`src/sv/dpfh_pkg.sv`:
```
package dpfh_pkg;

   localparam int TempW = 15;
   localparam int RhW   = 14;
   localparam int DewW  = 16;

   // first divider: temperature term, second divider: final inversion
   localparam int Q1W = 22;
   localparam int D1W = 26;
   localparam int Q2W = 17;
   localparam int D2W = 37;
   localparam int LuW = 21;
   localparam int SW  = 23;

   localparam logic [RhW-1:0]         RhLimit    = 14'd10000;
   localparam logic signed [DewW-1:0] DewInvalid = -16'sd32767;
   localparam logic signed [DewW-1:0] DewMax     = 16'sd10000;

   localparam logic [17:0] KWarmNum  = 18'd175043;
   localparam logic [16:0] KTempOff  = 17'd24120;
   localparam logic [9:0]  KDenScale = 10'd625;
   localparam logic [15:0] KLn2      = 16'd45426;
   localparam logic [22:0] KLn10000  = 23'd603609;
   localparam logic [28:0] C3mWarm   = 29'd241200000;
   localparam logic [28:0] C3mCold   = 29'd272186000;
   localparam logic [38:0] C2nWarm   = 39'd11471618048;
   localparam logic [38:0] C2nCold   = 39'd14708441088;
   localparam logic [13:0] KSScale   = 14'd10000;

   typedef struct packed {
      logic                  bad;
      logic                  neg;
      logic signed [LuW-1:0] lu;
   } dpfh_side1_type;

   typedef struct packed {
      logic bad;
      logic neg_s;
      logic den_bad;
   } dpfh_side2_type;

   // ln(1+k/16) in q16
   function automatic logic [15:0] ln_base(input logic [3:0] idx);
      logic [15:0] v;
      case (idx)
         4'd0:  v = 16'd0;
         4'd1:  v = 16'd3973;
         4'd2:  v = 16'd7719;
         4'd3:  v = 16'd11262;
         4'd4:  v = 16'd14624;
         4'd5:  v = 16'd17821;
         4'd6:  v = 16'd20870;
         4'd7:  v = 16'd23783;
         4'd8:  v = 16'd26573;
         4'd9:  v = 16'd29248;
         4'd10: v = 16'd31818;
         4'd11: v = 16'd34292;
         4'd12: v = 16'd36675;
         4'd13: v = 16'd38975;
         4'd14: v = 16'd41196;
         4'd15: v = 16'd43345;
         default: v = 16'd0;
      endcase
      return v;
   endfunction

   // difference to the next table entry
   function automatic logic [11:0] ln_step(input logic [3:0] idx);
      logic [11:0] v;
      case (idx)
         4'd0:  v = 12'd3973;
         4'd1:  v = 12'd3746;
         4'd2:  v = 12'd3543;
         4'd3:  v = 12'd3362;
         4'd4:  v = 12'd3197;
         4'd5:  v = 12'd3049;
         4'd6:  v = 12'd2913;
         4'd7:  v = 12'd2790;
         4'd8:  v = 12'd2675;
         4'd9:  v = 12'd2570;
         4'd10: v = 12'd2474;
         4'd11: v = 12'd2383;
         4'd12: v = 12'd2300;
         4'd13: v = 12'd2221;
         4'd14: v = 12'd2149;
         4'd15: v = 12'd2081;
         default: v = 12'd0;
      endcase
      return v;
   endfunction

endpackage

```
`src/sv/dpfh_ln.sv`:
```
module dpfh_ln (
   input  logic                              clock,
   input  logic                              enable,
   input  logic [dpfh_pkg::RhW-1:0]          rh,
   output logic signed [dpfh_pkg::LuW-1:0]   lu
);

   logic [3:0]  e_in;
   logic [29:0] wide;
   logic [3:0]  e_ff;
   logic [3:0]  idx_ff;
   logic [11:0] r_ff;

   logic [3:0]  eb_ff;
   logic [15:0] base_ff;
   logic [23:0] prod_ff;
   logic [23:0] prod_in;

   logic [21:0]        sum;
   logic [23:0]        rnd;
   logic signed [22:0] lu_w;

   // leading one gives the exponent, the rest is the mantissa
   always_comb begin
      e_in = '0;
      for (int i = 1; i < dpfh_pkg::RhW; i++) begin
         if (rh[i]) begin
            e_in = 4'(i);
         end
      end
      wide = {rh, 16'd0} >> e_in;
   end

   always_ff @(posedge clock) begin
      if (enable) begin
         e_ff   <= e_in;
         idx_ff <= wide[15:12];
         r_ff   <= wide[11:0];
      end
   end

   assign prod_in = 24'(dpfh_pkg::ln_step(idx_ff)) * 24'(r_ff);

   always_ff @(posedge clock) begin
      if (enable) begin
         eb_ff   <= e_ff;
         base_ff <= dpfh_pkg::ln_base(idx_ff);
         prod_ff <= prod_in;
      end
   end

   always_comb begin
      rnd  = prod_ff + 24'd2048;
      sum  = 22'(eb_ff) * 22'(dpfh_pkg::KLn2) + 22'(base_ff) + 22'(rnd[23:12]);
      lu_w = $signed({1'b0, sum}) - $signed(dpfh_pkg::KLn10000);
      lu   = lu_w[dpfh_pkg::LuW-1:0];
   end

endmodule

```
`config.mk`:
```
export PLATFORM = sky130hd
export DESIGN_NAME = dpfh_ln
export DESIGN_NICKNAME = d
export VERILOG_FILES = /design/src/sv/dpfh_pkg.sv /design/src/sv/dpfh_ln.sv
export SDC_FILE = /design/constraint.sdc
export NUM_CORES = 1
export LEC_CHECK = 0
export BUFFER_PORTS_ARGS = -buffer_cell sky130_fd_sc_hd__buf_2
export CORE_ASPECT_RATIO = 0.6
export CORE_UTILIZATION = 48
export DETAILED_ROUTE_END_ITERATION = 8
export PLACE_DENSITY_LB_ADDON = 0.15
export REMOVE_ABC_BUFFERS = 1
export SLEW_MARGIN = 20
export SYNTH_ARGS = -nofsm -noshare
export SYNTH_HDL_FRONTEND = slang
export SYNTH_SLANG_ARGS = --single-unit
```
`constraint.sdc`:
```
create_clock -name clock -period 10.59 [get_ports clock]
set_clock_uncertainty 0.1 [all_clocks]
set_input_delay 2.118 -clock clock [delete_from_list [all_inputs] [get_ports clock]]
set_output_delay 2.118 -clock clock [all_outputs]
set_load 0.02 [all_outputs]
```
==> summary.txt <==
Outcome
  – Outcome: completed

Yosys
  – EDFF count, synth: 52
  – Synth Warn #: 0
  – Synth area leaders: fa_1, ha_1, edfxtp_1
  – Sequential share of the synthesized area: 18.26%
  – Unique masters post-synth: 76
  – Synth top area share: 21.34%
  – Top_reg_cell synth: edfxtp_1
  – Post-synthesis register bit count: 63
  – Post-Syn Instances: 1,047
  – Synth async-reset ratio: 0%
  – Mapped cell area: between 9000 and 10,000 sq um
  – Largest area contributor in the netlist: fa_1
  – Mean Syn Cell Area: about 9.3 sq um

Routing
  – Vias post-DR: slightly below 7,000
  – 1st-iter DRT viols: roughly 650
  – Antenna-violating nets left: 0
  – Drc violations: 0
  – DR WL/cell: 15.81 microns
  – Final WL: ~21,000 microns
  – Drt first pass iters: 5
  – Via density: 5.195

Timing
  – Final hold vios: 0
  – Crit path time final: around 8 ns
  – Relative slew slack: 30.61%
  – # setup viols final: 0
  – Period Utilization, post-route: between 70% and 80%
  – Unrepaired setup endpoints after global routing: no
  – Worst Tran Pin Value: 1.035 ns
  – Worst Hold Margin: 0.3325 ns
  – FMAX: about 120 MHz
  – Fin Setup TNS: 0 ns
  – Final Max Slew Viols: 0

Critical path
  – Critical Path Max Stage Delay: around 0.52 ns
  – CP Class: flip-flop to output pin
  – CP cell instances: ha_1 > ha_1 > fa_1 > a21o_1 > a21oi_1 > o21bai_1 > a21oi_1 > nor2b_1 > o21ai_0 > xnor2_1 > ha_1 > ha_1 > ha_1 > or3_1 > a311o_1 > o211ai_1 > o21ai_0 > o41ai_1 > xor2_1 > buf_2
  – Crit Path Max Fanout: 6
  – Worst setup path start: eb_ff[1]$_DFFE_PP_
  – Most numerous cell on the critical path: ha_1
  – Slowest cell on crit path: edfxtp_1
  – FF-to-FF Start: r_ff[5]$_SDFFCE_PP0P_
  – Data required, critical path: ~8.4 ns
  – Crit start category: flip-flop
  – R2R Setup Slk: roughly 4.2 ns
  – CP Data Arrival Time: between 5 and 6 ns
  – CP Capture Type: output pin

Cells and area
  – Commonest cells after routing, fill and taps aside: inv_1, ha_1, fa_1
  – Commonest non-fill, non-tap cell in the layout: inv_1
  – Proportion of layout cells with a drive suffix above 1: 7.183%
  – # diodes: 0
  – Final cell count without fillers: around 1,300
  – Layout area overhead: 6.322%
  – Nets: roughly 1,300

CTS
  – Clock Pin Slew Worst Setup and Hold Paths: around 0.05 ns
  – Clk_lat worst skew: ~0.33 ns
  – CTS Buffer Depth: 2
  – CTS Sinks: 63
  – CTS buffer count: 9
  – Setup bufs post-CTS: 0
  – CTS H-tree depth: 3
  – CTS tree: built
  – CTS Hold Bufs: 0
  – Cells resized by post-CTS repair: 0
  – Root buf cell: clkbuf_16

Global routing
  – Tot GR Track Use: between 20% and 30%
  – Pin count of the biggest net entering global routing: 61
  – Vias in the first global route: between 6,000 and 7,000
  – Grt ovf: 0
  – Initial antenna violation count: 0
  – First-pass GRT wire length: about 35,000 microns

Flow run
  – Max Cap Viol: 0

Floorplan
  – Core ar.: 19,470 sq um
  – DIE HEIGHT: 112.4 microns
  – Die area: 20,920 sq um
  – I/O pins: 37
  – Die width: approximately 190 microns
  – Starting Density: around half
  – Row cnt: 39

Place
  – Detailed placer's ending HPWL: approximately 17,000 microns
  – Cell Count Post-Placement: between 1,000 and 1,500
  – GPL Wtd Cong: between 0.8 and 0.9
  – Port bufs: 36

Min path
  – Hold Path Class: flip-flop to flip-flop
  – Worst hold start: e_ff[2]$_DFFE_PP_
synthesized netlist by cell type, types with 11 or more instances:
cell type and count:
nor2_1 48, clkbuf_1 30, nor3_1 13, and2_1 63
xor2_1 18, edfxtp_1 52, fa_1 104, nand3_1 19
ha_1 138, and3_1 13, nand2_1 78, a21oi_1 33
dfxtp_1 11, mux2i_1 21, inv_1 189, o21ai_0 43
xnor2_1 33
cell families after synthesis:
logic type | after synthesis | share of synthesized area, %
XOR/XNOR | 51 | 4.578
AND/OR/NAND/NOR | 267 | 13.76
AO/OA/AOI/OAI | 159 | 11.01
adder cells (fa/ha/maj) | 242 | 39.03
buffers and inverters | 234 | 9.681
multiplexers | 30 | 3.641
flip-flops | 63 | 18.26
other | 1 | 0.03843
worst paths after layout:
check                     endpoint  depth (start not counted)
max                         lu[20]                         20
min reg2reg     eb_ff[2]$_DFFE_PP_                          0
max reg2reg  prod_ff[23]$_DFFE_PP_                         19
min             eb_ff[2]$_DFFE_PP_                          0
area by class of cell:
class,count,area [sq um]
Timing Repair Buffer,38,195.2
Clock inverter,6,85.08
Fill cell,1801,9095
Sequential cell,63,1782
Multi-Input combinational cell,751,7036
Inverter,190,715.7
Tap cell,266,332.8
Clock buffer,10,229.0
layer usage:
metal  global-route usage [%]  wire length, microns  vias to the layer above
li1                         -                     -                     3454
met1                    37.02                 11930                     3217
met2                    25.90                  7115                      197
met3                    5.938                  1789                       10
met4                    2.896                   101                        0
met5                        0                     0                        -
worst max-delay path: cells and delay by family (launching register included):
| kind | cells | cell delay [ns] |
|---|---|---|
| compound gates | 9 | 2.01 |
| fa+ha+maj | 6 | 1.99 |
| flops | 1 | 0.52 |
| simple gates | 2 | 0.44 |
| xor+xnor | 2 | 0.34 |
| buf+inv | 1 | 0.18 |
metrics by stage:
stage | setup slack [ns] | cell area [sq um] | util (%)
6_report | 2.554 | 10380 | 53.29
5_1_grt | 2.133 | 10380 | 53.29
4_1_cts | 2.562 | 10380 | 53.29
3_5_place_dp | 2.942 | 10060 | 51.67
3_3_place_gp | 3.031 | 10060 | 51.67
2_1_floorplan | 3.290 | 9533 | -
Power is not shown: default switching activity piles up to over one toggle a cycle in this logic, so the estimate is an artifact.
