<file path="src/sv/dpfh_pkg.sv">
package dpfh_pkg;

   localparam int TempW = 15;
   localparam int RhW   = 14;
   localparam int DewW  = 16;

   // first divider: temperature term, second divider: final inversion
   localparam int Q1W = 22;
   localparam int D1W = 26;
   localparam int Q2W = 17;
   localparam int D2W = 37;
   localparam int LuW = 21;
   localparam int SW  = 23;

   localparam logic [RhW-1:0]         RhLimit    = 14'd10000;
   localparam logic signed [DewW-1:0] DewInvalid = -16'sd32767;
   localparam logic signed [DewW-1:0] DewMax     = 16'sd10000;

   localparam logic [17:0] KWarmNum  = 18'd175043;
   localparam logic [16:0] KTempOff  = 17'd24120;
   localparam logic [9:0]  KDenScale = 10'd625;
   localparam logic [15:0] KLn2      = 16'd45426;
   localparam logic [22:0] KLn10000  = 23'd603609;
   localparam logic [28:0] C3mWarm   = 29'd241200000;
   localparam logic [28:0] C3mCold   = 29'd272186000;
   localparam logic [38:0] C2nWarm   = 39'd11471618048;
   localparam logic [38:0] C2nCold   = 39'd14708441088;
   localparam logic [13:0] KSScale   = 14'd10000;

   typedef struct packed {
      logic                  bad;
      logic                  neg;
      logic signed [LuW-1:0] lu;
   } dpfh_side1_type;

   typedef struct packed {
      logic bad;
      logic neg_s;
      logic den_bad;
   } dpfh_side2_type;

   // ln(1+k/16) in q16
   function automatic logic [15:0] ln_base(input logic [3:0] idx);
      logic [15:0] v;
      case (idx)
         4'd0:  v = 16'd0;
         4'd1:  v = 16'd3973;
         4'd2:  v = 16'd7719;
         4'd3:  v = 16'd11262;
         4'd4:  v = 16'd14624;
         4'd5:  v = 16'd17821;
         4'd6:  v = 16'd20870;
         4'd7:  v = 16'd23783;
         4'd8:  v = 16'd26573;
         4'd9:  v = 16'd29248;
         4'd10: v = 16'd31818;
         4'd11: v = 16'd34292;
         4'd12: v = 16'd36675;
         4'd13: v = 16'd38975;
         4'd14: v = 16'd41196;
         4'd15: v = 16'd43345;
         default: v = 16'd0;
      endcase
      return v;
   endfunction

   // difference to the next table entry
   function automatic logic [11:0] ln_step(input logic [3:0] idx);
      logic [11:0] v;
      case (idx)
         4'd0:  v = 12'd3973;
         4'd1:  v = 12'd3746;
         4'd2:  v = 12'd3543;
         4'd3:  v = 12'd3362;
         4'd4:  v = 12'd3197;
         4'd5:  v = 12'd3049;
         4'd6:  v = 12'd2913;
         4'd7:  v = 12'd2790;
         4'd8:  v = 12'd2675;
         4'd9:  v = 12'd2570;
         4'd10: v = 12'd2474;
         4'd11: v = 12'd2383;
         4'd12: v = 12'd2300;
         4'd13: v = 12'd2221;
         4'd14: v = 12'd2149;
         4'd15: v = 12'd2081;
         default: v = 12'd0;
      endcase
      return v;
   endfunction

endpackage

</file>
<file path="src/sv/dpfh_div.sv">
module dpfh_div #(
   parameter int DW = dpfh_pkg::D1W,
   parameter int QW = dpfh_pkg::Q1W,
   parameter int SW = 1
) (
   input  logic             clock,
   input  logic             reset,
   input  logic             enable,
   input  logic             in_valid,
   input  logic [DW+QW-1:0] num,
   input  logic [DW-1:0]    den,
   input  logic [SW-1:0]    side_in,
   output logic             out_valid,
   output logic [QW-1:0]    quot,
   output logic             ovf,
   output logic [SW-1:0]    side_out
);

   localparam int NW = DW + QW;

   logic [DW-1:0] rem_ff  [QW];
   logic [QW-1:0] x_ff    [QW];
   logic [DW-1:0] d_ff    [QW];
   logic [SW-1:0] side_ff [QW];
   logic          ovf_ff  [QW];
   logic          v_ff    [QW];

   // one quotient bit per stage, restoring
   for (genvar k = 0; k < QW; k++) begin : g_stage
      logic [DW-1:0] rem_p;
      logic [QW-1:0] x_p;
      logic [DW-1:0] d_p;
      logic [SW-1:0] side_p;
      logic          ovf_p;
      logic          v_p;
      logic [DW:0]   trial;
      logic [DW:0]   diff;
      logic          ge;
      logic [DW-1:0] rem_in;
      logic [QW-1:0] x_in;

      if (k == 0) begin : g_first
         assign rem_p  = num[NW-1:QW];
         assign x_p    = num[QW-1:0];
         assign d_p    = den;
         assign side_p = side_in;
         assign ovf_p  = (num[NW-1:QW] >= den);
         assign v_p    = in_valid;
      end else begin : g_next
         assign rem_p  = rem_ff[k-1];
         assign x_p    = x_ff[k-1];
         assign d_p    = d_ff[k-1];
         assign side_p = side_ff[k-1];
         assign ovf_p  = ovf_ff[k-1];
         assign v_p    = v_ff[k-1];
      end

      always_comb begin
         trial  = {rem_p, x_p[QW-1]};
         diff   = trial - {1'b0, d_p};
         ge     = (trial >= {1'b0, d_p});
         rem_in = ge ? diff[DW-1:0] : trial[DW-1:0];
         x_in   = {x_p[QW-2:0], ge};
      end

      always_ff @(posedge clock) begin
         if (reset) begin
            v_ff[k] <= 1'b0;
         end else if (enable) begin
            v_ff[k] <= v_p;
         end
      end

      always_ff @(posedge clock) begin
         if (enable) begin
            rem_ff[k]  <= rem_in;
            x_ff[k]    <= x_in;
            d_ff[k]    <= d_p;
            side_ff[k] <= side_p;
            ovf_ff[k]  <= ovf_p;
         end
      end
   end

   assign out_valid = v_ff[QW-1];
   assign quot      = x_ff[QW-1];
   assign ovf       = ovf_ff[QW-1];
   assign side_out  = side_ff[QW-1];

endmodule

</file>
<file path="config.mk">
export PLATFORM = sky130hd
export DESIGN_NAME = dpfh_div
export DESIGN_NICKNAME = d
export VERILOG_FILES = /design/src/sv/dpfh_pkg.sv /design/src/sv/dpfh_div.sv
export SDC_FILE = /design/constraint.sdc
export NUM_CORES = 2
export LEC_CHECK = 0
export BUFFER_PORTS_ARGS = -buffer_cell sky130_fd_sc_hd__clkbuf_2
export CORE_ASPECT_RATIO = 1.5
export CORE_MARGIN = 2
export CORE_UTILIZATION = 35
export CTS_BUF_LIST = sky130_fd_sc_hd__clkbuf_16
export DETAILED_ROUTE_END_ITERATION = 12
export GPL_ROUTABILITY_DRIVEN = 0
export SLEW_MARGIN = 10
export SYNTH_ARGS = -nofsm -noshare
export SYNTH_HDL_FRONTEND = slang
export SYNTH_SLANG_ARGS = --single-unit
</file>
<file path="constraint.sdc">
create_clock -name clock -period 3.7 [get_ports clock]
set_input_delay 0.74 -clock clock [delete_from_list [all_inputs] [get_ports clock]]
set_output_delay 0.74 -clock clock [all_outputs]
set_load 0.05 [all_outputs]
</file>
==> impl_metrics.json <==
{
  "status": "finished clean",
  "period_minus_slack_ns": 3.64,
  "fill_cells": 22657,
  "syn_nets": 7873,
  "cts_tree": "done",
  "synth-edff-count": 1642,
  "p_leak_nw": 40.0,
  "route.met3.wl_um": 5830,
  "vias": 56917,
  "arrival_ns": 4.24,
  "synth_area_um2": 85400,
  "dr.pass1.iters": 6,
  "finalMaxSlewViolations": 0,
  "syn_area_per_cell_um2": 11.9,
  "grt_max_degree": 143,
  "antenna_found_initial": 2,
  "crit_type": "reg -> reg",
  "die_h_um": 609,
  "viasPerCell": 5.13,
  "cts_max_level": 4,
  "drc_errors": 0,
  "hpwl_um": 151000,
  "clk_path_buf_depth": 4,
  "final_common_cell": "edfxtp_1",
  "synth_cell_type_count": 95,
  "fin_cells": 11104,
  "layout_common_cells": "1642 x edfxtp_1, 752 x inv_1, 589 x ha_1, 577 x a21oi_1, 499 x o21ai_0",
  "first_iter_violations": 2664,
  "netlist_instances": 7175,
  "synth-async-reset-ratio_pct": 0,
  "fmax_mhz": 275,
  "start_util_pct": 35.1,
  "core-area_um2": 243000,
  "grt_overflow": 0,
  "cts.sinks": 1642,
  "yosys_warnings": 0,
  "ir_drop_uv": 458,
  "netlist_top_cells_area": "edfxtp_1 58%, ha_1 8.8%, a21oi_1 3.5%",
  "wl_per_cell_um": 18.2,
  "hold_path_class": "in -> reg",
  "skew_ns": 0.0853,
  "clk_pin_slew_ns": 0.06,
  "critPathRequiredTime_ns": 4.31,
  "multiInputGateArea_um2": 33300,
  "wl_met1_um": 58900,
  "cp-end-kind": "register",
  "yosysTopAreaCellShare_pct": 57.7,
  "seq_area_um2": 49300,
  "num_io_pins": 104,
  "die_w_um": 407,
  "grt_setup_unrepaired": "true",
  "p_per_area_nw_per_um2": 852,
  "die-area_um2": 248000,
  "dp.cells": 10773,
  "top_layer": "met4",
  "ant_nets": 0,
  "dp_slack_ns": -0.272,
  "final_hold_viol_count": 0,
  "num_rows": 222,
  "wl_met2_um": 121000,
  "setup_viol_count_final": 0,
  "cts_hold_buf": 0,
  "grt_pass1_vias": 59988,
  "cts-root-buf": "clkbuf_16",
  "drive_gt1_share_pct": 13.8,
  "syn2layout_area_growth_pct": 16.0,
  "synth_top_cell_by_area": "edfxtp_1",
  "drt-total-wl_um": 202000,
  "setup_ws_ns": 0.0632,
  "ys.flop_type": "edfxtp_1",
  "cts_made_buffers": 177,
  "slew-limit-headroom_pct": 30.4,
  "grt.total_usage_pct": 15.8,
  "ys_seq_area_share_pct": 57.7,
  "fin_hold_ws_ns": 0.0858,
  "worstMarginPinSlew_ns": 1.04,
  "start_kind": "register",
  "nNetsFinal": 8430,
  "io_buffers": 103,
  "critPathMaxFanout": 4,
  "post-route-period-util_pct": 98.3,
  "grt_pass1_wl_um": 311000,
  "clkLatencyLatePin_ns": 0.83,
  "cap_violations": 0,
  "synth.ff_latch_count": 1642
}
==> power by group <==
group          internal (mW)  switching, mW
registers               26.7           2.16
clock network           9.53           7.24
logic                   17.1           21.8
total                   53.3           31.2
==> area by class of cell <==
type	instances	area share [%]
Sequential cell	1642	49.7
Multi-Input combinational cell	4640	33.6
Clock buffer	178	4.49
Timing Repair Buffer	549	4.46
Tap cell	3248	4.10
Inverter	722	2.73
Clock inverter	124	0.924
Antenna cell	1	0.00252
==> path summary, 6_finish.rpt <==
path | cells past startpoint | to | slack [ns] | startpoint
worst max-delay path | 15 | rem_ff[2][58] | 0.06 | d_ff[2][27]
worst min-delay path | 1 | x_ff[0][15] | 0.09 | num[14]
worst max register to register | 15 | rem_ff[2][58] | 0.06 | d_ff[2][27]
worst min register to register | 0 | x_ff[0][94] | 0.37 | x_ff[0][71]
==> critical path, cell delays in order, from the launching register on <==
cell       delay, ns
edfxtp_1        0.41
inv_2           0.10
ha_4            0.20
nor2b_4         0.13
o2111ai_4       0.22
a31oi_4         0.16
o211ai_1        0.18
buf_4           0.17
a21oi_4         0.08
a211o_1         0.33
a221oi_2        0.24
o21bai_1        0.09
buf_4           0.15
a31oi_4         0.29
bufbuf_16       0.32
mux2_2          0.34
==> per-stage QoR <==
step                      setup TNS (ns)  power, mW  utilization (%)  instance area [um2]
after floorplan                        0       53.9                -                85400
after global placement            -14.28       65.5             38.2                93000
after detailed placement          -14.02       66.6             38.2                93000
after CTS                         -0.123       84.2             40.6                98700
after global routing              -0.197       89.6             40.8                99200
final                                  0       84.5             40.8                99200
==> synth_stat cells, drive strengths merged, types with 18 or more instances <==
cell and instances:
nand2 486, or2 26, a221oi 26, nor2b 78
mux2 166, nand4 91, nand3 132, a211o 19
xnor2 266, o21ai 528, clkbuf 126, a21oi 604
o31ai 35, or3 18, and3 50, nor2 374
nand2b 74, xor2 184, nor3 55, and2 44
a211oi 46, edfxtp 1642, inv 722, a31oi 49
a21o 277, buf 45, o211ai 22, fa 21
a2111oi 18, ha 598, a21boi 19, o21bai 67
nor4 26, o21a 58
==> registers in the layout, indices dropped and copies added (netlist names) <==
register,cells
d_ff,546
ovf_ff,22
rem_ff,546
side_ff,22
v_ff,22
x_ff,484
==> logic make-up (layout without fill, tap and decap cells) <==
family / Yosys count / count (layout) / share of synthesized area (%)
AOI/OAI and AO/OA: 1888 / 1888 / 13.6
DFF: 1642 / 1642 / 57.7
and+or+nand+nor: 1506 / 1506 / 8.36
buffers and inverters: 893 / 1573 / 4.03
adders and majority gates: 619 / 619 / 9.25
xor gates and xnor gates: 450 / 450 / 4.61
muxes: 177 / 177 / 2.39
other: 0 / 1 / 0
==> repair_timing <==
item                                    4_1_cts  5_1_grt
cloned                                        2        2
endpoints found under the setup margin      108      218
setup buffers                                 8       17
pin swaps                                    15       29
gates resized for setup                      38       74
==> per-layer routing <==
layer / vias to the layer above / global-route usage [%]
li1: 27458 / -
met1: 27400 / 11.9
met2: 1313 / 34.1
met3: 746 / 2.03
met4: 0 / 11.8
met5: - / 0
Note: power is estimated with default switching activity, not from simulation.
